[src/rtl/frc_pkg.sv]
// Package: shared constants, request codes, FSM states and cell types for the fault recorder.
package frc_pkg;

  localparam int NumCodesDef = 10;
  localparam int NumPoll     = 6;
  localparam int CodeW       = 4;
  localparam int CountW      = 16;
  localparam int TimeW       = 32;
  localparam int IntervalW   = 20;
  localparam int TotalW      = 5;

  localparam logic [CountW-1:0]    CountMax   = 16'hFFFF;
  localparam logic [IntervalW-1:0] FlushReset = 20'd10000;

  typedef enum logic [2:0] {
    REQ_POLL  = 3'd0,
    REQ_TRIP  = 3'd1,
    REQ_CLEAR = 3'd2,
    REQ_FLUSH = 3'd3,
    REQ_READ  = 3'd4
  } frc_req_t;

  typedef enum logic [1:0] {
    ST_IDLE,
    ST_RESP,
    ST_FLUSH
  } frc_state_t;

  typedef struct packed {
    logic              active;
    logic [CountW-1:0] count;
    logic [TimeW-1:0]  tstamp;
  } frc_entry_t;

  typedef struct packed {
    logic level_en;
    logic level_on;
    logic trip;
    logic clear;
    logic load;
    logic shift;
  } frc_cell_ctl_t;

endpackage

[src/rtl/frc_req_if.sv]
// Interface: request channel into the fault recorder.
interface frc_req_if;
  logic        valid;
  logic        ready;
  logic [2:0]  req_type;
  logic [31:0] now_ms;
  logic [3:0]  code;
  logic        diag_mode;
  logic        speed_trusted;
  logic        speed_hw_started;
  logic        throttle_valid;
  logic        manifold_valid;
  logic        limp_active;
  logic        reverse_abuse;

  modport source (
    output valid, req_type, now_ms, code, diag_mode, speed_trusted, speed_hw_started,
           throttle_valid, manifold_valid, limp_active, reverse_abuse,
    input  ready
  );
  modport sink (
    input  valid, req_type, now_ms, code, diag_mode, speed_trusted, speed_hw_started,
           throttle_valid, manifold_valid, limp_active, reverse_abuse,
    output ready
  );
endinterface

[src/rtl/frc_rsp_if.sv]
// Interface: result channel out of the fault recorder.
interface frc_rsp_if;
  logic        valid;
  logic        ready;
  logic [4:0]  active_total;
  logic [3:0]  code_out;
  logic        entry_active;
  logic [15:0] entry_count;
  logic [31:0] entry_time;
  logic        is_flush;
  logic        dirty_flag;
  logic        last;

  modport source (
    output valid, active_total, code_out, entry_active, entry_count, entry_time,
           is_flush, dirty_flag, last,
    input  ready
  );
  modport sink (
    input  valid, active_total, code_out, entry_active, entry_count, entry_time,
           is_flush, dirty_flag, last,
    output ready
  );
endinterface

[src/rtl/frc_cfg_if.sv]
// Interface: configuration write channel for the flush interval register.
interface frc_cfg_if;
  logic        valid;
  logic        ready;
  logic [19:0] data;

  modport source (output valid, data, input ready);
  modport sink (input valid, data, output ready);
endinterface

[src/rtl/frc_cell.sv]
// Table cell: one fault code entry plus its stage of the flush shift chain.
module frc_cell
  import frc_pkg::*;
(
  input  logic             clk,
  input  logic             rst,
  input  frc_cell_ctl_t    ctl,
  input  logic [TimeW-1:0] now_ms,
  input  frc_entry_t       shift_in,
  output frc_entry_t       entry,
  output frc_entry_t       shift_out,
  output logic             hit
);

  // new occurrence: one-shot trip or rising edge of a polled level
  assign hit = ctl.trip | (ctl.level_en & ctl.level_on & ~entry.active);

  always_ff @(posedge clk) begin
    if (rst) begin
      entry <= '0;
    end else if (ctl.clear) begin
      entry <= '0;
    end else begin
      if (hit) begin
        if (entry.count != CountMax) begin
          entry.count <= entry.count + 1'b1;
        end
        entry.tstamp <= now_ms;
      end
      if (ctl.level_en) begin
        entry.active <= ctl.level_on;
      end
    end
  end

  // snapshot for a flush run, then move one place toward cell 0 per taken flush result
  always_ff @(posedge clk) begin
    if (ctl.load) begin
      shift_out <= entry;
    end else if (ctl.shift) begin
      shift_out <= shift_in;
    end
  end

endmodule

[src/rtl/fault_code_event_recorder_core.sv]
// Top level: fault code event recorder built from a row of table cells.
// Each known request other than a flush run has a single result, offered in
// the next cycle after the request is taken. In a flush run the table is
// copied into the shift stages of the cell row when the request is taken,
// and cell 0 then presents one entry per cycle as the row shifts toward it,
// holding while its result is not taken. Requests are taken only while no
// result is pending. Unknown request types are taken and produce no result.
// The flush interval register may be written at any time the block is idle;
// it resets to 10000 ms.
module fault_code_event_recorder_core
  import frc_pkg::*;
#(
  parameter int NUM_CODES = NumCodesDef
) (
  input logic      clk,
  input logic      rst,
  frc_req_if.sink   req,
  frc_rsp_if.source rsp,
  frc_cfg_if.sink   cfg
);

  frc_state_t state, state_next;

  logic [IntervalW-1:0] flush_interval;
  logic                 dirty;
  logic [TimeW-1:0]     last_flush;
  logic                 has_entry;
  logic [CodeW-1:0]     code_r;
  logic [CodeW-1:0]     flush_cnt;

  logic req_acc, rsp_acc, shift_en;
  logic is_poll, is_trip, is_clear, is_flush_req, is_read, is_known;
  logic flush_due, code_ok, any_hit, flush_last;
  logic [NumPoll-1:0]   poll_raise;
  logic [NUM_CODES-1:0] level_raise;
  logic [TimeW-1:0]     elapsed;

  frc_cell_ctl_t ctl     [NUM_CODES];
  frc_entry_t    entry   [NUM_CODES];
  frc_entry_t    shadow  [NUM_CODES];
  logic          hit_vec [NUM_CODES];

  frc_entry_t       sel_entry;
  logic [TotalW-1:0] total;

  assign cfg.ready = 1'b1;

  assign req_acc = req.valid & req.ready;
  assign rsp_acc = rsp.valid & rsp.ready;

  assign is_poll      = req.req_type == REQ_POLL;
  assign is_trip      = req.req_type == REQ_TRIP;
  assign is_clear     = req.req_type == REQ_CLEAR;
  assign is_flush_req = req.req_type == REQ_FLUSH;
  assign is_read      = req.req_type == REQ_READ;
  assign is_known     = is_poll | is_trip | is_clear | is_flush_req | is_read;

  assign code_ok   = {1'b0, req.code} < (CodeW+1)'(NUM_CODES);
  assign elapsed   = req.now_ms - last_flush;
  assign flush_due = is_flush_req & dirty &
                     (elapsed >= {{(TimeW-IntervalW){1'b0}}, flush_interval});

  assign poll_raise[0] = ~req.diag_mode & ~req.speed_trusted;
  assign poll_raise[1] = ~req.diag_mode & ~req.speed_hw_started;
  assign poll_raise[2] = ~req.diag_mode & ~req.throttle_valid;
  assign poll_raise[3] = ~req.diag_mode & ~req.manifold_valid;
  assign poll_raise[4] = req.limp_active;
  assign poll_raise[5] = req.reverse_abuse;

  assign level_raise = NUM_CODES'(poll_raise);

  assign flush_last = flush_cnt == CodeW'(NUM_CODES - 1);

  // cell row
  for (genvar i = 0; i < NUM_CODES; i++) begin : g_cell
    always_comb begin
      ctl[i].level_en = 1'b0;
      ctl[i].level_on = 1'b0;
      if (i < NumPoll) begin
        ctl[i].level_en = req_acc & is_poll;
        ctl[i].level_on = level_raise[i];
      end
      ctl[i].trip  = req_acc & is_trip & (req.code == CodeW'(i));
      ctl[i].clear = req_acc & is_clear;
      ctl[i].load  = req_acc & flush_due;
      ctl[i].shift = shift_en;
    end

    frc_cell u_cell (
      .clk       (clk),
      .rst       (rst),
      .ctl       (ctl[i]),
      .now_ms    (req.now_ms),
      .shift_in  ((i == NUM_CODES - 1) ? frc_entry_t'('0) : shadow[(i + 1) % NUM_CODES]),
      .entry     (entry[i]),
      .shift_out (shadow[i]),
      .hit       (hit_vec[i])
    );
  end

  always_comb begin
    any_hit   = 1'b0;
    total     = '0;
    sel_entry = '0;
    for (int i = 0; i < NUM_CODES; i++) begin
      any_hit = any_hit | hit_vec[i];
      total   = total + TotalW'(entry[i].active);
      if (code_r == CodeW'(i)) begin
        sel_entry = entry[i];
      end
    end
  end

  // control registers
  always_ff @(posedge clk) begin
    if (rst) begin
      state          <= ST_IDLE;
      flush_interval <= FlushReset;
      dirty          <= 1'b0;
      last_flush     <= '0;
      has_entry      <= 1'b0;
      code_r         <= '0;
      flush_cnt      <= '0;
    end else begin
      state <= state_next;
      if (cfg.valid & cfg.ready) begin
        flush_interval <= cfg.data;
      end
      if (req_acc) begin
        has_entry <= (is_trip | is_read) & code_ok;
        code_r    <= req.code;
        if (flush_due) begin
          dirty      <= 1'b0;
          last_flush <= req.now_ms;
        end else if (is_clear | any_hit) begin
          dirty <= 1'b1;
        end
      end
      if (req_acc & flush_due) begin
        flush_cnt <= '0;
      end else if (shift_en) begin
        flush_cnt <= flush_cnt + 1'b1;
      end
    end
  end

  // next state
  always_comb begin
    state_next = state;
    unique case (state)
      ST_IDLE: begin
        if (req_acc && is_known) begin
          state_next = flush_due ? ST_FLUSH : ST_RESP;
        end
      end
      ST_RESP: begin
        if (rsp_acc) begin
          state_next = ST_IDLE;
        end
      end
      ST_FLUSH: begin
        if (rsp_acc && flush_last) begin
          state_next = ST_IDLE;
        end
      end
      default: state_next = ST_IDLE;
    endcase
  end

  // outputs
  always_comb begin
    req.ready        = 1'b0;
    rsp.valid        = 1'b0;
    shift_en         = 1'b0;
    rsp.code_out     = '0;
    rsp.entry_active = 1'b0;
    rsp.entry_count  = '0;
    rsp.entry_time   = '0;
    rsp.is_flush     = 1'b0;
    rsp.last         = 1'b1;
    unique case (state)
      ST_IDLE: begin
        req.ready = 1'b1;
      end
      ST_RESP: begin
        rsp.valid = 1'b1;
        if (has_entry) begin
          rsp.code_out     = code_r;
          rsp.entry_active = sel_entry.active;
          rsp.entry_count  = sel_entry.count;
          rsp.entry_time   = sel_entry.tstamp;
        end
      end
      ST_FLUSH: begin
        rsp.valid        = 1'b1;
        shift_en         = rsp_acc;
        rsp.code_out     = flush_cnt;
        rsp.entry_active = shadow[0].active;
        rsp.entry_count  = shadow[0].count;
        rsp.entry_time   = shadow[0].tstamp;
        rsp.is_flush     = 1'b1;
        rsp.last         = flush_last;
      end
      default: begin
        req.ready = 1'b0;
      end
    endcase
  end

  assign rsp.active_total = total;
  assign rsp.dirty_flag   = dirty;

endmodule
[src/flat_wrapper.sv]
// flat-port wrapper written by rule: the top's interface ports become plain ports
module fault_code_event_recorder_core_flat import frc_pkg::*;
#(
  parameter int NUM_CODES = NumCodesDef
)
  (clk, rst, req_valid, req_req_type, req_now_ms, req_code, req_diag_mode, req_speed_trusted, req_speed_hw_started, req_throttle_valid, req_manifold_valid, req_limp_active, req_reverse_abuse, req_ready, rsp_valid, rsp_active_total, rsp_code_out, rsp_entry_active, rsp_entry_count, rsp_entry_time, rsp_is_flush, rsp_dirty_flag, rsp_last, rsp_ready, cfg_valid, cfg_data, cfg_ready);
  frc_req_if req_i ();
  frc_rsp_if rsp_i ();
  frc_cfg_if cfg_i ();
  input logic clk;
  input logic rst;
  input wire logic [$bits(req_i.valid)-1:0] req_valid;
  input wire logic [$bits(req_i.req_type)-1:0] req_req_type;
  input wire logic [$bits(req_i.now_ms)-1:0] req_now_ms;
  input wire logic [$bits(req_i.code)-1:0] req_code;
  input wire logic [$bits(req_i.diag_mode)-1:0] req_diag_mode;
  input wire logic [$bits(req_i.speed_trusted)-1:0] req_speed_trusted;
  input wire logic [$bits(req_i.speed_hw_started)-1:0] req_speed_hw_started;
  input wire logic [$bits(req_i.throttle_valid)-1:0] req_throttle_valid;
  input wire logic [$bits(req_i.manifold_valid)-1:0] req_manifold_valid;
  input wire logic [$bits(req_i.limp_active)-1:0] req_limp_active;
  input wire logic [$bits(req_i.reverse_abuse)-1:0] req_reverse_abuse;
  output wire logic [$bits(req_i.ready)-1:0] req_ready;
  output wire logic [$bits(rsp_i.valid)-1:0] rsp_valid;
  output wire logic [$bits(rsp_i.active_total)-1:0] rsp_active_total;
  output wire logic [$bits(rsp_i.code_out)-1:0] rsp_code_out;
  output wire logic [$bits(rsp_i.entry_active)-1:0] rsp_entry_active;
  output wire logic [$bits(rsp_i.entry_count)-1:0] rsp_entry_count;
  output wire logic [$bits(rsp_i.entry_time)-1:0] rsp_entry_time;
  output wire logic [$bits(rsp_i.is_flush)-1:0] rsp_is_flush;
  output wire logic [$bits(rsp_i.dirty_flag)-1:0] rsp_dirty_flag;
  output wire logic [$bits(rsp_i.last)-1:0] rsp_last;
  input wire logic [$bits(rsp_i.ready)-1:0] rsp_ready;
  input wire logic [$bits(cfg_i.valid)-1:0] cfg_valid;
  input wire logic [$bits(cfg_i.data)-1:0] cfg_data;
  output wire logic [$bits(cfg_i.ready)-1:0] cfg_ready;
  assign req_i.valid = req_valid;
  assign req_i.req_type = req_req_type;
  assign req_i.now_ms = req_now_ms;
  assign req_i.code = req_code;
  assign req_i.diag_mode = req_diag_mode;
  assign req_i.speed_trusted = req_speed_trusted;
  assign req_i.speed_hw_started = req_speed_hw_started;
  assign req_i.throttle_valid = req_throttle_valid;
  assign req_i.manifold_valid = req_manifold_valid;
  assign req_i.limp_active = req_limp_active;
  assign req_i.reverse_abuse = req_reverse_abuse;
  assign req_ready = req_i.ready;
  assign rsp_valid = rsp_i.valid;
  assign rsp_active_total = rsp_i.active_total;
  assign rsp_code_out = rsp_i.code_out;
  assign rsp_entry_active = rsp_i.entry_active;
  assign rsp_entry_count = rsp_i.entry_count;
  assign rsp_entry_time = rsp_i.entry_time;
  assign rsp_is_flush = rsp_i.is_flush;
  assign rsp_dirty_flag = rsp_i.dirty_flag;
  assign rsp_last = rsp_i.last;
  assign rsp_i.ready = rsp_ready;
  assign cfg_i.valid = cfg_valid;
  assign cfg_i.data = cfg_data;
  assign cfg_ready = cfg_i.ready;
  fault_code_event_recorder_core #(.NUM_CODES(NUM_CODES)) u_core (.clk(clk), .rst(rst), .req(req_i), .rsp(rsp_i), .cfg(cfg_i));
endmodule
[config.mk]
export PLATFORM = sky130hd
export DESIGN_NAME = fault_code_event_recorder_core_flat
export DESIGN_NICKNAME = d
export VERILOG_FILES = /design/src/rtl/frc_pkg.sv /design/src/rtl/frc_req_if.sv /design/src/rtl/frc_rsp_if.sv /design/src/rtl/frc_cfg_if.sv /design/src/rtl/frc_cell.sv /design/src/rtl/fault_code_event_recorder_core.sv /design/src/flat_wrapper.sv
export SDC_FILE = /design/constraint.sdc
export NUM_CORES = 2
export LEC_CHECK = 0
export ABC_AREA = 1
export BUFFER_PORTS_ARGS = -buffer_cell sky130_fd_sc_hd__clkbuf_2
export CORE_MARGIN = 2
export CORE_UTILIZATION = 40
export CTS_CLUSTER_SIZE = 16
export DETAILED_ROUTE_END_ITERATION = 7
export PLACE_DENSITY = 0.59
export SYNTH_ARGS = -nofsm -noshare
export SYNTH_HDL_FRONTEND = slang
export SYNTH_SLANG_ARGS = --single-unit
[constraint.sdc]
create_clock -name clk -period 33.1 [get_ports clk]
set_input_delay 4.965 -clock clk [delete_from_list [all_inputs] [get_ports clk]]
set_output_delay 4.965 -clock clk [all_outputs]
set_load 0.05 [all_outputs]
==> results.md <==
- Core area: 120000 um^2
- Clock sinks: 1036
- RD Place Congestion: 0.940
- Filler instances: 11903
- DIE AREA: 124000 um^2
- Final period utilization: 37.5%
- Worst path slowest cell: buf_4
- Hold Fails Final Rpt: 0
- Worst-Margin Slew: 1.13 ns
- Sw frac: 26.0%
- Number of port buffers: 131
- Post-CTS Hold Fix Bufs: 0
- Vias in the first global route: 37445
- Startpoint Class: input port
- Placed instance count: 7256
- Peak VDD IR: 0.0000407 V
- Minimum clock period: 12.41 ns
- Max Clock Freq: 80.6 MHz
- Count of warnings emitted by yosys: 0
- CTS Buffer Depth: 3
- Arr. time, crit path: 12.86 ns
- Logic pwr share: 9.0%
- PD cells: 54.0 nW/um^2
- RR Startpoint: u_core.last_flush[0]
- Leak: 19.5 nW
- Synth area leader: edfxtp_1
- Asr flop ratio synth: 0%
- Die width: 352 um
- DRC: 0
- Design Area, Final: 53600 um^2
- Cell Int Power: 0.00214 W
- Grt total ovfl: 0
- Antenna Violating Nets Remaining: 0
- Initial DRC count: 4612
- Layout cell share with drive strength beyond 1: 7.13%
- CTS tree: built
- Mapped Area: 48400 um^2
- Commonest non-fill, non-tap cell in the layout: nand2_1
- Post-CTS Setup Bufs: 0
- Critical Path RT: 33.55 ns
- HP Class: register to register
- Initial antenna violation count: 5
- Row Count: 127
- Cts repair resizes: 0
- CTS clock-pin slew for the worst setup and hold paths: 0.06 ns
- Clk_skew: 0.0377 ns
- WL/cell: 21.4 um
- Dpl ws: 20.05 ns
- Initial core utilization: 40.3%
- WHS Path Cells: 2
- Clock power frac: 44.2%
- Pre-antenna DRT Iters: 6
- Worst Hold End: u_core.g_cell[7].u_cell.entry[4]
- Post-synth EDFFs: 486
- Placed cell area: 49900 um^2
- Largest cells by area after synthesis: edfxtp_1 (30%), dfxtp_1 (23%), nand2_1 (8.2%)
- First-pass GRT wire length: 236000 um
- Slew Limit Fails: 0
- TNS Setup: 0 ns
- Top-area cell type share of the netlist area: 30.2%
- Most frequent cells in the layout: nand2_1 (1046), inv_1 (771), o21ai_0 (685), a21oi_1 (593), dfxtp_1 (550)
- Worst setup path class: input port to register
- Status: finished, final reports clean
- Crit. End Element: register
- Post-synth top flop: dfxtp_1
- Largest fanout on the critical path: 220
- Unrepaired setup endpoints after global routing: no
- Total number of H-tree levels: 3
- DR vias: 40669
- Switching pwr: 0.000751 W
- Largest net degree at the start of global routing: 221
- Max-cap viol count: 0
- CP most frequent cell: nand2_1
- R2r endpoint: u_core.g_cell[0].u_cell.shift_out[47]
- Count of different cell masters after synthesis: 52
- Min-delay src: u_core.g_cell[7].u_cell.entry[4]
- Global-route usage over all layers: 25.3%
- Final WL: 159000 um
- Die height: 352 um
- Area Growth Syn to Fin: 10.9%
- Setup Viol. Count Final: 0
- Worst-Skew Late Latency: 0.72 ns
- Total CTS buffers: 110
- Post-Syn Instances: 5789
- R2R cell count: 30
- Reg2reg setup slack: 24.93 ns
- HPWL after detailed placement: 101000 um
- Total Nets Final: 5898
- Slew HR: 24.7%
- Sequential fraction of the synthesis area: 52.9%
- Slack of the critical path: 20.69 ns
- Register bit count reported by yosys: 1036
- Fin cells: 7464
- Tot Pwr: 0.00289 W
- CTS Root Cell: clkbuf_16
- Io pins: 135
- Share of power burned in registers: 46.8%
- Drt via density: 5.45
- Syn_area_per_cell: 8.36 um^2
- Crit-path max cell delay: 0.81 ns
-- worst max-delay path by stage --
stage | from | endpoint | slack [ns] | cells past startpoint
2_1_floorplan | req_now_ms[0] | u_core.g_cell[0].u_cell.shift_out[0] | 13.78 | 29
5_1_grt | req_now_ms[0] | u_core.g_cell[0].u_cell.shift_out[47] | 20.03 | 32
6_report | req_now_ms[0] | u_core.g_cell[0].u_cell.shift_out[47] | 20.69 | 32
3_5_place_dp | req_now_ms[0] | u_core.g_cell[0].u_cell.shift_out[47] | 20.05 | 32
4_1_cts | req_now_ms[0] | u_core.g_cell[0].u_cell.shift_out[47] | 20.83 | 32
3_3_place_gp | req_now_ms[0] | u_core.g_cell[0].u_cell.shift_out[47] | 20.08 | 32
-- through the flow --
step                hold WS (ns)  utilization [%]
finish                     0.466             44.7
global route               0.484             44.7
CTS                        0.464             44.7
detailed placement         0.456             41.6
global placement           0.452             41.6
floorplan                  0.436                -
-- power by group through the flow --
stage | clock (W) | sequential (W) | combinational, W
after floorplan | 0 | 0.00138 | 0.000145
after global placement | 0 | 0.00138 | 0.000253
after detailed placement | 0 | 0.00138 | 0.000255
after CTS | 0.00130 | 0.00135 | 0.000255
after global routing | 0.00135 | 0.00136 | 0.000277
final | 0.00128 | 0.00135 | 0.000259
-- cells in the mapped netlist, types with 35 or more instances --
master	number
o221ai_1	54
o21ai_1	346
edfxtp_1	486
nor3_1	114
nand3_1	95
buf_6	40
dfxtp_1	550
nand2_1	1058
clkinv_1	35
nor2_1	228
o211ai_1	37
o21ai_0	685
inv_1	777
ha_1	67
a21oi_1	594
o22ai_1	53
buf_4	41
clkbuf_1	229
nand4_1	76
-- area by class of cell --
type                    instances  area [um^2]  share of cell area (%)
flip-flops and latches       1036        25600                    47.7
multi-input cells            3604        18100                    33.7
inverters                     817         3070                    5.72
clock buffers                 139         3060                    5.70
well taps                    1612         2020                    3.76
repair buffers                187         1130                    2.10
clock inverters                68          674                    1.26
diodes                          1         2.50                 0.00467
-- sequential cells by signal (all words and copies together) (netlist names) --
name,cells
u_core.g_cell.u_cell.entry,486
u_core.rsp.dirty_flag,1
u_core.state,2
u_core.flush_interval,20
u_core.flush_cnt,4
u_core.last_flush,32
u_core.g_cell.u_cell.shift_out,486
u_core.code_r,4
u_core.has_entry,1
-- worst max-delay path: cells and delay by family --
| kind | cells | cell delay [ns] |
|---|---|---|
| buffers and inverters | 8 | 3.73 |
| AND/OR/NAND/NOR | 19 | 2.62 |
| adder cells (fa/ha/maj) | 3 | 0.98 |
| XOR/XNOR | 1 | 0.17 |
| AO/OA/AOI/OAI | 1 | 0.15 |
-- metal layers --
| layer | global-route usage (%) | part of all wire [%] | up-vias |
|---|---|---|---|
| li1 | - | - | 19555 |
| met1 | 36.1 | 45 | 19454 |
| met2 | 39.7 | 45 | 1428 |
| met3 | 3.68 | 7.3 | 232 |
| met4 | 7.53 | 2.9 | 0 |
| met5 | 0 | 0 | - |
-- logic make-up after synthesis --
family	count (synthesis)	share of synthesized area (%)
simple gates	1652	14.3
fa+ha+maj	71	1.90
compound gates	1852	20.4
buf+inv	1150	9.96
flops	1036	52.9
other cells	2	0.0155
xor+xnor	26	0.471
Note: power is estimated with default switching activity, not from simulation.
